--- config.mk ---
export PLATFORM = sky130hd
export DESIGN_NAME = periodic_timer_bank
export DESIGN_NICKNAME = d
export VERILOG_FILES = /design/src/hdl/ptb_pkg.sv /design/src/hdl/periodic_timer_bank.sv /design/src/hdl/ptb_store.sv
export SDC_FILE = /design/constraint.sdc
export NUM_CORES = 2
export LEC_CHECK = 0
export BUFFER_PORTS_ARGS = -buffer_cell sky130_fd_sc_hd__buf_4
export CAP_MARGIN = 20
export CORE_MARGIN = 2
export CORE_UTILIZATION = 60
export CTS_CLUSTER_DIAMETER = 120
export DETAILED_ROUTE_END_ITERATION = 8
export PLACE_DENSITY = 0.77
export SYNTH_ARGS = -nofsm -noshare
export SYNTH_HDL_FRONTEND = slang
export SYNTH_HIERARCHICAL = 1
export SYNTH_SLANG_ARGS = --single-unit
--- constraint.sdc ---
create_clock -name clock -period 23.7 [get_ports clock]
set_input_delay 0 -clock clock [delete_from_list [all_inputs] [get_ports clock]]
set_output_delay 0 -clock clock [all_outputs]
set_load 0.02 [all_outputs]
--- src/hdl/ptb_pkg.sv ---
// Shared types, field widths and codes of the periodic timer bank.
package ptb_pkg;

   // Field widths of the stream payloads
   localparam int KIND_BITS     = 2;
   localparam int NOW_BITS      = 48;
   localparam int HANDLE_BITS   = 16;
   localparam int INTERVAL_BITS = 32;
   localparam int EV_BITS       = 3;
   localparam int SLOT_OUT_BITS = 4;

   localparam int IN_DATA_BITS  = 96;
   localparam int OUT_DATA_BITS = 24;

   // A 32-bit millisecond interval times 1000 always fits in 42 bits
   localparam int PERIOD_BITS   = 42;
   localparam int US_PER_MS     = 1000;

   // A tick reports at most this many fired slots
   localparam int MAX_RESULTS   = 16;
   localparam int CNT_BITS      = $clog2(MAX_RESULTS + 1);

   // Defaults of the top-level parameters
   localparam int DEF_SLOTS     = 16;
   localparam int DEF_TIME_BITS = 48;

   typedef enum logic [KIND_BITS-1:0] {
      KIND_TICK = 2'd0,
      KIND_ADD  = 2'd1,
      KIND_DEL  = 2'd2,
      KIND_NONE = 2'd3
   } kind_type;

   typedef enum logic [EV_BITS-1:0] {
      EV_ADDED     = 3'd0,
      EV_FULL      = 3'd1,
      EV_DELETED   = 3'd2,
      EV_NOT_FOUND = 3'd3,
      EV_FIRED     = 3'd4,
      EV_IDLE      = 3'd5
   } event_type;

endpackage

--- src/hdl/periodic_timer_bank.sv ---
// Top level of the periodic timer bank: slot sequencer, shared adder and result register.
// Items are taken one at a time; the input is freed only when an item is done. A tick, a
//   failed add or a delete that finds nothing takes an accept step, one step per slot and
//   a closing step; an add or delete that hits slot k frees the input at that slot. The single
//   slot-store read port and the shared deadline adder/comparator set this pace; result stalls slow it.
// The first result of an item is registered on the output during the scan or in its closing step.
// Reset (synchronous, active high) clears all active bits, reads every handle as zero,
//   and empties the result register; periods and deadlines are not cleared.
module periodic_timer_bank #(
   parameter int SLOTS     = ptb_pkg::DEF_SLOTS,
   parameter int TIME_BITS = ptb_pkg::DEF_TIME_BITS
) (
   input  logic                                clock,
   input  logic                                reset,
   // request stream
   input  logic                                req_tvalid,
   output logic                                req_tready,
   // tdata: now_us[47:0], handle[63:48], interval_ms[95:64]
   input  logic [ptb_pkg::IN_DATA_BITS-1:0]    req_tdata,
   // tuser: kind[1:0]
   input  logic [ptb_pkg::KIND_BITS-1:0]       req_tuser,
   // response stream
   output logic                                rsp_tvalid,
   input  logic                                rsp_tready,
   // tdata: slot[3:0], fired_handle[19:4], zero pad[23:20]
   output logic [ptb_pkg::OUT_DATA_BITS-1:0]   rsp_tdata,
   // tuser: event_res[2:0]
   output logic [ptb_pkg::EV_BITS-1:0]         rsp_tuser,
   output logic                                rsp_tlast
);
   import ptb_pkg::*;

   localparam int IDX_W = (SLOTS > 1) ? $clog2(SLOTS) : 1;
   localparam int PAD_W = OUT_DATA_BITS - HANDLE_BITS - SLOT_OUT_BITS;

   typedef enum logic [1:0] {
      ST_IDLE,
      ST_SCAN,
      ST_FINISH
   } state_type;

   // Unpack the request fields
   logic [NOW_BITS-1:0]      req_now_us;
   logic [HANDLE_BITS-1:0]   req_handle;
   logic [INTERVAL_BITS-1:0] req_interval_ms;
   kind_type                 req_kind;

   assign req_now_us      = req_tdata[NOW_BITS-1:0];
   assign req_handle      = req_tdata[NOW_BITS+HANDLE_BITS-1:NOW_BITS];
   assign req_interval_ms = req_tdata[NOW_BITS+HANDLE_BITS+INTERVAL_BITS-1:
                                      NOW_BITS+HANDLE_BITS];
   assign req_kind        = kind_type'(req_tuser);

   // Sequencer and item registers
   state_type              state_ff;
   logic [IDX_W-1:0]       idx_ff;
   kind_type               kind_ff;
   logic [TIME_BITS-1:0]   now_ff;
   logic [HANDLE_BITS-1:0] handle_ff;
   logic [PERIOD_BITS-1:0] period_ff;
   logic [CNT_BITS-1:0]    cnt_ff;
   logic [SLOTS-1:0]       active_ff;

   // One fired slot is held back until we know whether it is the last one
   logic                   pend_valid_ff;
   logic [IDX_W-1:0]       pend_slot_ff;
   logic [HANDLE_BITS-1:0] pend_handle_ff;

   // Result register
   logic                     rsp_valid_ff;
   event_type                rsp_ev_ff;
   logic [SLOT_OUT_BITS-1:0] rsp_slot_ff;
   logic [HANDLE_BITS-1:0]   rsp_handle_ff;
   logic                     rsp_last_ff;

   // Store read data for slot idx_ff
   logic [HANDLE_BITS-1:0] rd_handle;
   logic [PERIOD_BITS-1:0] rd_period;
   logic [TIME_BITS-1:0]   rd_deadline_us;

   // Decisions of the current cycle
   logic                     out_free;
   logic                     last_slot;
   logic                     advance;
   logic                     item_done;
   logic                     emit;
   event_type                emit_ev;
   logic [SLOT_OUT_BITS-1:0] emit_slot;
   logic [HANDLE_BITS-1:0]   emit_handle;
   logic                     emit_last;
   logic                     wr_add;
   logic                     wr_deadline;
   logic                     clr_active;
   logic                     pend_load;
   logic [IDX_W-1:0]         rd_addr;

   // Shared adder and comparator
   logic [TIME_BITS-1:0] sum_a;
   logic [TIME_BITS-1:0] sum_b;
   logic [TIME_BITS-1:0] sum_us;
   logic                 due;
   logic                 handle_hit;

   assign out_free   = !rsp_valid_ff || rsp_tready;
   assign last_slot  = (idx_ff == IDX_W'(SLOTS - 1));
   assign handle_hit = (rd_handle == handle_ff);
   assign due        = active_ff[idx_ff] && (rd_deadline_us < now_ff)
                       && (cnt_ff < CNT_BITS'(MAX_RESULTS));

   // An add forms now + period; a fire moves the stored deadline by its period
   always_comb begin
      if (kind_ff == KIND_ADD) begin
         sum_a = now_ff;
         sum_b = TIME_BITS'(period_ff);
      end else begin
         sum_a = rd_deadline_us;
         sum_b = TIME_BITS'(rd_period);
      end
      sum_us = sum_a + sum_b;
   end

   always_comb begin
      advance     = 1'b0;
      item_done   = 1'b0;
      emit        = 1'b0;
      emit_ev     = EV_IDLE;
      emit_slot   = SLOT_OUT_BITS'(idx_ff);
      emit_handle = handle_ff;
      emit_last   = 1'b1;
      wr_add      = 1'b0;
      wr_deadline = 1'b0;
      clr_active  = 1'b0;
      pend_load   = 1'b0;

      unique case (state_ff)
         ST_SCAN: begin
            unique case (kind_ff)
               KIND_ADD: begin
                  // claim the lowest free slot
                  if (!active_ff[idx_ff]) begin
                     if (out_free) begin
                        emit      = 1'b1;
                        emit_ev   = EV_ADDED;
                        wr_add    = 1'b1;
                        item_done = 1'b1;
                     end
                  end else begin
                     advance = 1'b1;
                  end
               end
               KIND_DEL: begin
                  // first handle match, active or not
                  if (handle_hit) begin
                     if (out_free) begin
                        emit       = 1'b1;
                        emit_ev    = EV_DELETED;
                        clr_active = 1'b1;
                        item_done  = 1'b1;
                     end
                  end else begin
                     advance = 1'b1;
                  end
               end
               KIND_TICK: begin
                  if (due) begin
                     // push the held fire out, then hold this one
                     if (!pend_valid_ff || out_free) begin
                        emit        = pend_valid_ff;
                        emit_ev     = EV_FIRED;
                        emit_slot   = SLOT_OUT_BITS'(pend_slot_ff);
                        emit_handle = pend_handle_ff;
                        emit_last   = 1'b0;
                        pend_load   = 1'b1;
                        wr_deadline = 1'b1;
                        advance     = 1'b1;
                     end
                  end else begin
                     advance = 1'b1;
                  end
               end
               default: begin
                  item_done = 1'b1;
               end
            endcase
         end
         ST_FINISH: begin
            // close the item with its final result
            if (out_free) begin
               emit      = 1'b1;
               item_done = 1'b1;
               emit_slot = '0;
               unique case (kind_ff)
                  KIND_ADD: emit_ev = EV_FULL;
                  KIND_DEL: emit_ev = EV_NOT_FOUND;
                  default: begin
                     if (pend_valid_ff) begin
                        emit_ev     = EV_FIRED;
                        emit_slot   = SLOT_OUT_BITS'(pend_slot_ff);
                        emit_handle = pend_handle_ff;
                     end else begin
                        emit_ev     = EV_IDLE;
                        emit_handle = '0;
                     end
                  end
               endcase
            end
         end
         default: begin
         end
      endcase
   end

   // Read one slot ahead while the current one advances; hold while stalled
   always_comb begin
      if (state_ff == ST_SCAN) begin
         if (advance && !last_slot) begin
            rd_addr = idx_ff + IDX_W'(1);
         end else begin
            rd_addr = idx_ff;
         end
      end else begin
         rd_addr = '0;
      end
   end

   ptb_store #(
      .SLOTS     (SLOTS),
      .TIME_BITS (TIME_BITS),
      .IDX_W     (IDX_W)
   ) u_store (
      .clock          (clock),
      .reset          (reset),
      .wr_add         (wr_add),
      .wr_deadline    (wr_deadline),
      .wr_addr        (idx_ff),
      .wr_handle      (handle_ff),
      .wr_period      (period_ff),
      .wr_deadline_us (sum_us),
      .rd_addr        (rd_addr),
      .rd_handle      (rd_handle),
      .rd_period      (rd_period),
      .rd_deadline_us (rd_deadline_us)
   );

   // Control state and registered outputs
   always_ff @(posedge clock) begin
      if (reset) begin
         state_ff      <= ST_IDLE;
         idx_ff        <= '0;
         cnt_ff        <= '0;
         active_ff     <= '0;
         pend_valid_ff <= 1'b0;
         rsp_valid_ff  <= 1'b0;
      end else begin
         unique case (state_ff)
            ST_IDLE: begin
               if (req_tvalid && (req_kind != KIND_NONE)) begin
                  state_ff      <= ST_SCAN;
                  idx_ff        <= '0;
                  cnt_ff        <= '0;
                  pend_valid_ff <= 1'b0;
               end
            end
            ST_SCAN: begin
               if (item_done) begin
                  state_ff <= ST_IDLE;
               end else if (advance) begin
                  if (last_slot) begin
                     state_ff <= ST_FINISH;
                  end else begin
                     idx_ff <= idx_ff + IDX_W'(1);
                  end
               end
            end
            ST_FINISH: begin
               if (item_done) begin
                  state_ff <= ST_IDLE;
               end
            end
            default: begin
               state_ff <= ST_IDLE;
            end
         endcase

         if (wr_add) begin
            active_ff[idx_ff] <= 1'b1;
         end
         if (clr_active) begin
            active_ff[idx_ff] <= 1'b0;
         end
         if (pend_load) begin
            pend_valid_ff <= 1'b1;
            cnt_ff        <= cnt_ff + CNT_BITS'(1);
         end

         if (emit) begin
            rsp_valid_ff <= 1'b1;
         end else if (rsp_tready) begin
            rsp_valid_ff <= 1'b0;
         end
      end
   end

   // Item and result payload, no reset needed
   always_ff @(posedge clock) begin
      if (req_tvalid && req_tready) begin
         kind_ff   <= req_kind;
         now_ff    <= TIME_BITS'(req_now_us);
         handle_ff <= req_handle;
         period_ff <= PERIOD_BITS'(req_interval_ms) * PERIOD_BITS'(US_PER_MS);
      end
      if (pend_load) begin
         pend_slot_ff   <= idx_ff;
         pend_handle_ff <= rd_handle;
      end
      if (emit) begin
         rsp_ev_ff     <= emit_ev;
         rsp_slot_ff   <= emit_slot;
         rsp_handle_ff <= emit_handle;
         rsp_last_ff   <= emit_last;
      end
   end

   assign req_tready = (state_ff == ST_IDLE);
   assign rsp_tvalid = rsp_valid_ff;
   assign rsp_tdata  = {{PAD_W{1'b0}}, rsp_handle_ff, rsp_slot_ff};
   assign rsp_tuser  = rsp_ev_ff;
   assign rsp_tlast  = rsp_last_ff;

endmodule

--- src/hdl/ptb_store.sv ---
// Per-slot storage of handle, period and deadline with a registered read port.
module ptb_store #(
   parameter int SLOTS     = ptb_pkg::DEF_SLOTS,
   parameter int TIME_BITS = ptb_pkg::DEF_TIME_BITS,
   parameter int IDX_W     = (SLOTS > 1) ? $clog2(SLOTS) : 1
) (
   input  logic                             clock,
   input  logic                             reset,
   // write side: an add writes all three fields, a fire writes the deadline
   input  logic                             wr_add,
   input  logic                             wr_deadline,
   input  logic [IDX_W-1:0]                 wr_addr,
   input  logic [ptb_pkg::HANDLE_BITS-1:0]  wr_handle,
   input  logic [ptb_pkg::PERIOD_BITS-1:0]  wr_period,
   input  logic [TIME_BITS-1:0]             wr_deadline_us,
   // read side: data is registered and shows in the cycle after the address
   input  logic [IDX_W-1:0]                 rd_addr,
   output logic [ptb_pkg::HANDLE_BITS-1:0]  rd_handle,
   output logic [ptb_pkg::PERIOD_BITS-1:0]  rd_period,
   output logic [TIME_BITS-1:0]             rd_deadline_us
);
   import ptb_pkg::*;

   logic [HANDLE_BITS-1:0] handle_mem_ff   [SLOTS];
   logic [PERIOD_BITS-1:0] period_mem_ff   [SLOTS];
   logic [TIME_BITS-1:0]   deadline_mem_ff [SLOTS];
   logic [SLOTS-1:0]       written_ff;

   logic [HANDLE_BITS-1:0] rd_handle_ff;
   logic                   rd_written_ff;
   logic [PERIOD_BITS-1:0] rd_period_ff;
   logic [TIME_BITS-1:0]   rd_deadline_ff;

   always_ff @(posedge clock) begin
      if (wr_add) begin
         handle_mem_ff[wr_addr] <= wr_handle;
         period_mem_ff[wr_addr] <= wr_period;
      end
      if (wr_add || wr_deadline) begin
         deadline_mem_ff[wr_addr] <= wr_deadline_us;
      end
      rd_handle_ff   <= handle_mem_ff[rd_addr];
      rd_period_ff   <= period_mem_ff[rd_addr];
      rd_deadline_ff <= deadline_mem_ff[rd_addr];
   end

   // A handle never written reads as zero
   always_ff @(posedge clock) begin
      if (reset) begin
         written_ff    <= '0;
         rd_written_ff <= 1'b0;
      end else begin
         if (wr_add) begin
            written_ff[wr_addr] <= 1'b1;
         end
         rd_written_ff <= written_ff[rd_addr];
      end
   end

   assign rd_handle      = rd_written_ff ? rd_handle_ff : '0;
   assign rd_period      = rd_period_ff;
   assign rd_deadline_us = rd_deadline_ff;

endmodule

Word level (Yosys, flattened, before mapping)
Memories as Yosys holds them, arrays and structs flattened. A register that Yosys moved wholly into a read port is not among the register bits.
Index checks and enable logic that the tools add are counted.
Word-level totals
  bits in registers: 237
  bits in latches: 0
  memory bits (writable): 1648
  bits in read-only memories: 0
  bits of input ports: 102
  output and inout bits: 30
  word-level logic and storage cells: 157
  memories kept: 3
Operators by class
  add/sub/neg operators: 3
  multipliers: 1
  div/mod/pow operators: 0
  magnitude comparators: 5
  equality and inequality tests: 14
  shift operators: 0
  muxes and demuxes: 85
  bitwise operators: 4
  reduce and logical (&&, ||, !) cells: 23
Memories
  u_store.deadline_mem_ff: depth 16, bits a word 48, read ports 1, clocked after Yosys merged registers in 1, wr ports 1, RTL line ptb_store.sv:26  | logic [TIME_BITS-1:0] deadline_mem_ff [SLOTS];
  u_store.period_mem_ff: depth 16, bits a word 39, read ports 1, clocked after Yosys merged registers in 1, wr ports 1, RTL line ptb_store.sv:25  | logic [PERIOD_BITS-1:0] period_mem_ff [SLOTS];
  u_store.handle_mem_ff: depth 16, bits a word 16, read ports 1, clocked after Yosys merged registers in 1, wr ports 1, RTL line ptb_store.sv:24  | logic [HANDLE_BITS-1:0] handle_mem_ff [SLOTS];
Operator list (count)
  $mux 16: 10
  $add 48x48->48: 1
  $lt 48x48->1: 1
  $mux 4: 12
  $mux 48: 1
  $mux 42: 1
  $mul 32x7->39 const B: 1
  $mux 1: 33
  $or 16x16->16: 2
  $pmux 16 s2: 1
  $and 16x16->16: 1
  $eq 16x16->1: 1
  $not 16->16: 1
  $pmux 4 s2: 2
  $mux 3: 5
  $mux 5: 3
  $pmux 3 s2: 2
  $lt 4x5->1 const B: 2
  $mux 2: 5
  $ne 2x2->1 const B: 5
  $pmux 1 s3: 3
  $pmux 3 s3: 1
  $bmux 1 s4: 2
  $reduce_bool 2->1: 4
  other kinds (21): 35

Longest topological paths before layout
  depth after elaboration: 12
  depth in mapped cells: 20

By module
Netlist, hierarchy kept.
Modules (own cells, without submodules)
  ptb_store: instances 1, cells each 2718, area each 66292.3 µm²
  periodic_timer_bank: instances 1, cells each 1570, area each 16445.8 µm²

Worst setup path before layout
No wires, ideal clock.
  path type: reg-to-reg
  start point: reg idx_ff[0]
  end point: mem u_store.handle_mem_ff[0][0] (enable)
  arrival time: 7001 ps
  required time: 23152 ps
  slack: 16151 ps
  cell stages (with the launch flop): 9
  period minus slack after synthesis: 7549 ps
  path through: dfxtp_1 > buf_4 > mux4_2 > mux4_2 > nand3b_4 > nor2_1 > clkbuf_1 > or3b_2 > nor3_1
Between the ends
  word-level cells in the longest chain between the ends: 7
Ends and longest elaborated chain
  start, declared: RTL line periodic_timer_bank.sv:56  | logic [IDX_W-1:0] idx_ff;
  start signal, assigned: RTL line periodic_timer_bank.sv:271  | idx_ff <= idx_ff + IDX_W'(1);
  $bmux 1 s4: RTL line periodic_timer_bank.sv:140  | if (!active_ff[idx_ff]) begin
  $mux 1 (implied by the code): RTL line periodic_timer_bank.sv:140
  $mux 1: RTL line periodic_timer_bank.sv:140
  $mux 1: RTL line periodic_timer_bank.sv:137  | unique case (kind_ff)
  $mux 1: RTL line periodic_timer_bank.sv:135  | unique case (state_ff)
  via wr_add: RTL line periodic_timer_bank.sv:91  | logic wr_add;
  $mux 1: RTL line ptb_store.sv:35  | if (wr_add) begin
  $mux 1 (implied by the code): RTL line ptb_store.sv:36  | handle_mem_ff[wr_addr] <= wr_handle;
  end, declared: RTL line ptb_store.sv:24
The timed path passes the listed nets, and every way through them passes these cells. The select of a mux whose other input is x is not followed.

Final worst setup path
  start point: reg now_ff[7]
  end point: reg u_store.rd_deadline_ff[25], in the netlist u_store/rd_deadline_us[25] (read register of u_store.deadline_mem_ff)
Between the ends
  word-level cells in the longest chain between the ends: 9
Ends and longest elaborated chain
  start, declared: RTL line periodic_timer_bank.sv:58  | logic [TIME_BITS-1:0] now_ff;
  start signal, assigned: RTL line periodic_timer_bank.sv:308  | now_ff <= TIME_BITS'(req_now_us);
  $lt 48x48->1: RTL line periodic_timer_bank.sv:107  | assign due = active_ff[idx_ff] && (rd_deadline_us < now_ff)
  $logic_and 1x1->1: RTL line periodic_timer_bank.sv:107
  $logic_and 1x1->1: RTL line periodic_timer_bank.sv:108  | && (cnt_ff < CNT_BITS'(MAX_RESULTS));
  $mux 1: RTL line periodic_timer_bank.sv:165  | if (due) begin
  $pmux 1 s3: RTL line periodic_timer_bank.sv:137
  $mux 1: RTL line periodic_timer_bank.sv:135
  $logic_and 1x1->1: RTL line periodic_timer_bank.sv:216  | if (advance && !last_slot) begin
  $mux 4: RTL line periodic_timer_bank.sv:216
  $mux 4: RTL line periodic_timer_bank.sv:215  | if (state_ff == ST_SCAN) begin
  via rd_addr[1]: RTL line periodic_timer_bank.sv:95  | logic [IDX_W-1:0] rd_addr;
  end, declared: RTL line ptb_store.sv:32  | logic [TIME_BITS-1:0] rd_deadline_ff;
The timed path passes the listed nets, and every way through them passes these cells.
A chain may end at the register's enable or synchronous reset.

==> summary.md <==
| Metric | Value |
|---|---|
| Root Driver | clkbuf_16 |
| CP dominant cell by count | buf_4 |
| Hold Crit Start | req_tdata[65] |
| Reg2Reg Depth | 19 |
| Register area share after synthesis | 0.706 |
| Crit-path cells | inv_1, ha_1, and2_1, a221oi_1, o21ai_1, a41oi_1, o21ai_1, a31oi_1, o21ai_1, o211a_2, mux2i_1, nor2_4, buf_4, buf_4, buf_4, buf_4, mux4_2, a22o_1, a221o_1 |
| Place WS | 15.62 ns |
| Delay-heaviest family, CP | buffers and inverters |
| Worst Hold End | period_ff[4] |
| Gr ovfl total | 0 |
| Buf/Inv on CP | 5 |
| Mapped cell area | 82,700 um^2 |
| GP Congestion | 0.860 |
| Horiz. Die Dim | 375 um |
| Fin area | 93,900 um^2 |
| Worst path slowest cell | buf_4 |
| CTS tree | yes |
| Static leakage | 31.9 nW |
| Die area | 141,000 um^2 |
| Kind of critical path | flop to flop |
| R2r setup slk | 15.51 ns |
| Final Max Tran Viols | 0 |
| Initial antenna violation count | 4 |
| Fillcell total | 8,338 |
| RSZ-0062 raised after global routing | no |
| Fraction of layout cells with a size suffix above 1 | 0.219 |
| Pin count of the biggest net entering global routing | 75 |
| Clock transition at the registers of the reported paths | 0.06 ns |
| Tmin final | 8.19 ns |
| Commonest non-fill, non-tap cell in the layout | edfxtp_1 |
| Cells after Synth | 4,288 |
| Critical Path RT | 24.38 ns |
| Initial core utilization | 0.603 |
| Clock buffer depth | 3 |
| Row cnt | 136 |
| Avg Cell Area, Syn | 19.3 um^2 |
| Post-Route WL | 196 mm |
| DR vias | 43.5k |
| Hold_ws | 0.0642 ns |
| CP peak stage delay | 0.88 ns |
| Die Span Y | 375 um |
| Gr usage total | 0.280 |
| Fin Clk Skew | 0.0267 ns |
| Dominant synthesized flop cell | edfxtp_1 |
| Post-synth cell types | 75 |
| Core area | 137,000 um^2 |
| Endpoint type of the worst setup path | flop |
| Max VDD drop | 0.0000738 V |
| Cts bufs inserted | 186 |
| Crit-path max FO | 74 |
| Worst setup margin | 15.51 ns |
| R2R Path Start | now_ff[7] |
| Post-CTS setup buffers | 0 |
| Number of flops mapped to enable cells by yosys | 1,845 |
| DRT iter0 DRCs | 5,807 |
| Tot Pwr | 10.4 mW |
| Number of clock sinks | 1,997 |
| FF+latch count, synth | 1,997 |
| Hold Vio Cnt, Final | 0 |
| Ys Warns | 6 |
| First-pass GRT wire length | 286 mm |
| Worst slew pin tran | 1.18 ns |
| End of the worst register-to-register path | u_store/rd_deadline_us[25] |
| Fmax | 0.122 GHz |
| Avg WL per Cell | 29.3 um |
| Deepest level of the CTS H-tree | 4 |
| Status | finished, final reports clean |
| IO Count | 132 |
| Worst skew pair latency | 0.82 ns |
| # nets final | 5,133 |
| Via/cell ratio | 6.51 |
| Critical path startpoint category | flop |
| ANT nets after route | 0 |
| Port Buf Inserts | 127 |
| DP Area | 86,200 um^2 |
| Relative slew slack | 0.210 |
| Detailed Place HPWL | 106 mm |
| Setup_tns | 0 ns |
| Max-cap viol count | 0 |
| Area grow syn2layout | 13.5% |
| First-pass iteration count of the detailed router | 6 |
| Arr. time, crit path | 8.87 ns |
| Fraction of registers with async set/reset | 0 |
| Vias in the first global route | 43.4k |
| Period utilisation layout | 0.345 |
| Pwr dens | 111 nW/um^2 |
| Final setup violation count | 0 |
| Hold crit path type | input pin to flop |
| WHS Path Cells | 2 |
| Post-route DRC violation count | 0 |
| Commonest non-fill, non-tap cells in the layout | edfxtp_1, mux4_2, inv_1 |
[layout make-up]
class / instances / area [um^2] / area share
Multi-Input combinational cell: 1906 / 22900 / 0.244
Clock inverter: 85 / 758 / 0.00807
Clock buffer: 265 / 5240 / 0.0558
Tap cell: 1794 / 2240 / 0.0239
Antenna cell: 5 / 12.5 / 0.000133
Sequential cell: 1997 / 58400 / 0.622
Inverter: 250 / 938 / 0.00999
Timing Repair Buffer: 385 / 3360 / 0.0358
[layer usage]
layer	wire, um	up-vias	global-route usage
met5	15	-	0
met4	5390	4	0.0884
met3	19700	311	0.0503
met2	95800	2544	0.447
met1	74800	22500	0.399
li1	-	18100	-
[where the power goes]
part	internal, mW	leakage [nW]	total (mW)	switching [mW]
clock network	1.64	2.94	2.92	1.28
registers	4.72	17.9	4.93	0.205
logic	0.970	11.1	2.54	1.57
total	7.34	31.9	10.4	3.06
[worst max path at each step]
| stage | from | end | slack [ns] | depth (start not counted) |
|---|---|---|---|---|
| after floorplan | idx_ff[0] | u_store/handle_mem_ff[0][0] | 16.15 | 8 |
| after global placement | now_ff[2] | u_store/rd_deadline_us[25] | 15.80 | 19 |
| after detailed placement | now_ff[7] | u_store/rd_deadline_us[25] | 15.62 | 19 |
| after CTS | now_ff[7] | u_store/rd_period[18] | 15.55 | 18 |
| after global routing | now_ff[7] | u_store/rd_deadline_us[25] | 15.01 | 18 |
| final | now_ff[7] | u_store/rd_deadline_us[25] | 15.51 | 19 |
[per-stage QoR]
step / cells / utilization
2_1_floorplan: 4339 / -
3_3_place_gp: 6149 / 0.627
3_5_place_dp: 6155 / 0.628
4_1_cts: 6652 / 0.683
5_1_grt: 6683 / 0.685
6_report: 6687 / 0.685
[sequential cells by signal (all words and copies together) (netlist names), 5 cells and up, named ones only]
name and cells:
u_store/written_ff 16, u_store/period_mem_ff 672, u_store/rd_deadline_us 48, u_store/deadline_mem_ff 768
now_ff 48, rsp_handle_ff 16, period_ff 39, u_store/handle_mem_ff 256
pend_handle_ff 16, active_ff 15, handle_ff 16, u_store/rd_period 42
cnt_ff 5, u_store/rd_handle_ff 16
[repair_timing]
action,in CTS,in global routing
setup endpoints to repair,0,0
hold buffers,147,0
endpoints found under the hold margin,149,0
resized for setup,0,0
[Yosys cell counts (5+ instances only)]
library cell	instances	share of area
a211oi_1	28	0.0025
a21o_1	53	0.0048
a21oi_1	86	0.0052
a221o_1	107	0.013
a22o_1	128	0.014
a31oi_1	24	0.0018
and2_1	27	0.0020
and3_1	12	0.00091
buf_1	7	0.00032
buf_2	32	0.0019
buf_4	15	0.0014
buf_6	17	0.0023
clkbuf_1	115	0.0052
dfxtp_1	152	0.037
edfxtp_1	1845	0.67
fa_1	119	0.029
ha_1	186	0.028
inv_1	249	0.011
mux2_2	81	0.011
mux2i_1	14	0.0017
mux4_2	431	0.12
nand2_1	71	0.0032
nand2b_1	20	0.0015
nand3_1	34	0.0021
nand4_1	16	0.0012
nor2_1	115	0.0052
nor2b_1	11	0.00083
nor3_1	21	0.0013
nor4_1	7	0.00053
o211ai_1	15	0.0014
o21a_1	7	0.00064
o21ai_0	43	0.0026
o21ai_1	16	0.00097
o21bai_1	15	0.0014
or3_1	5	0.00038
xnor2_1	58	0.0061
xor2_1	36	0.0038
[kinds of logic (layout without fill, tap and decap cells)]
group                      count (synthesis)  in the layout  synth area share
AOI/OAI and AO/OA                        572            572            0.0532
xor gates and xnor gates                  94             94           0.00995
adders and majority gates                305            305            0.0569
buffers and inverters                    436            985            0.0225
DFF                                     1997           1997             0.706
muxes                                    526            526             0.130
other                                      1             57         0.0000453
and+or+nand+nor                          357            357            0.0210
(Power assumes the default switching activity.)
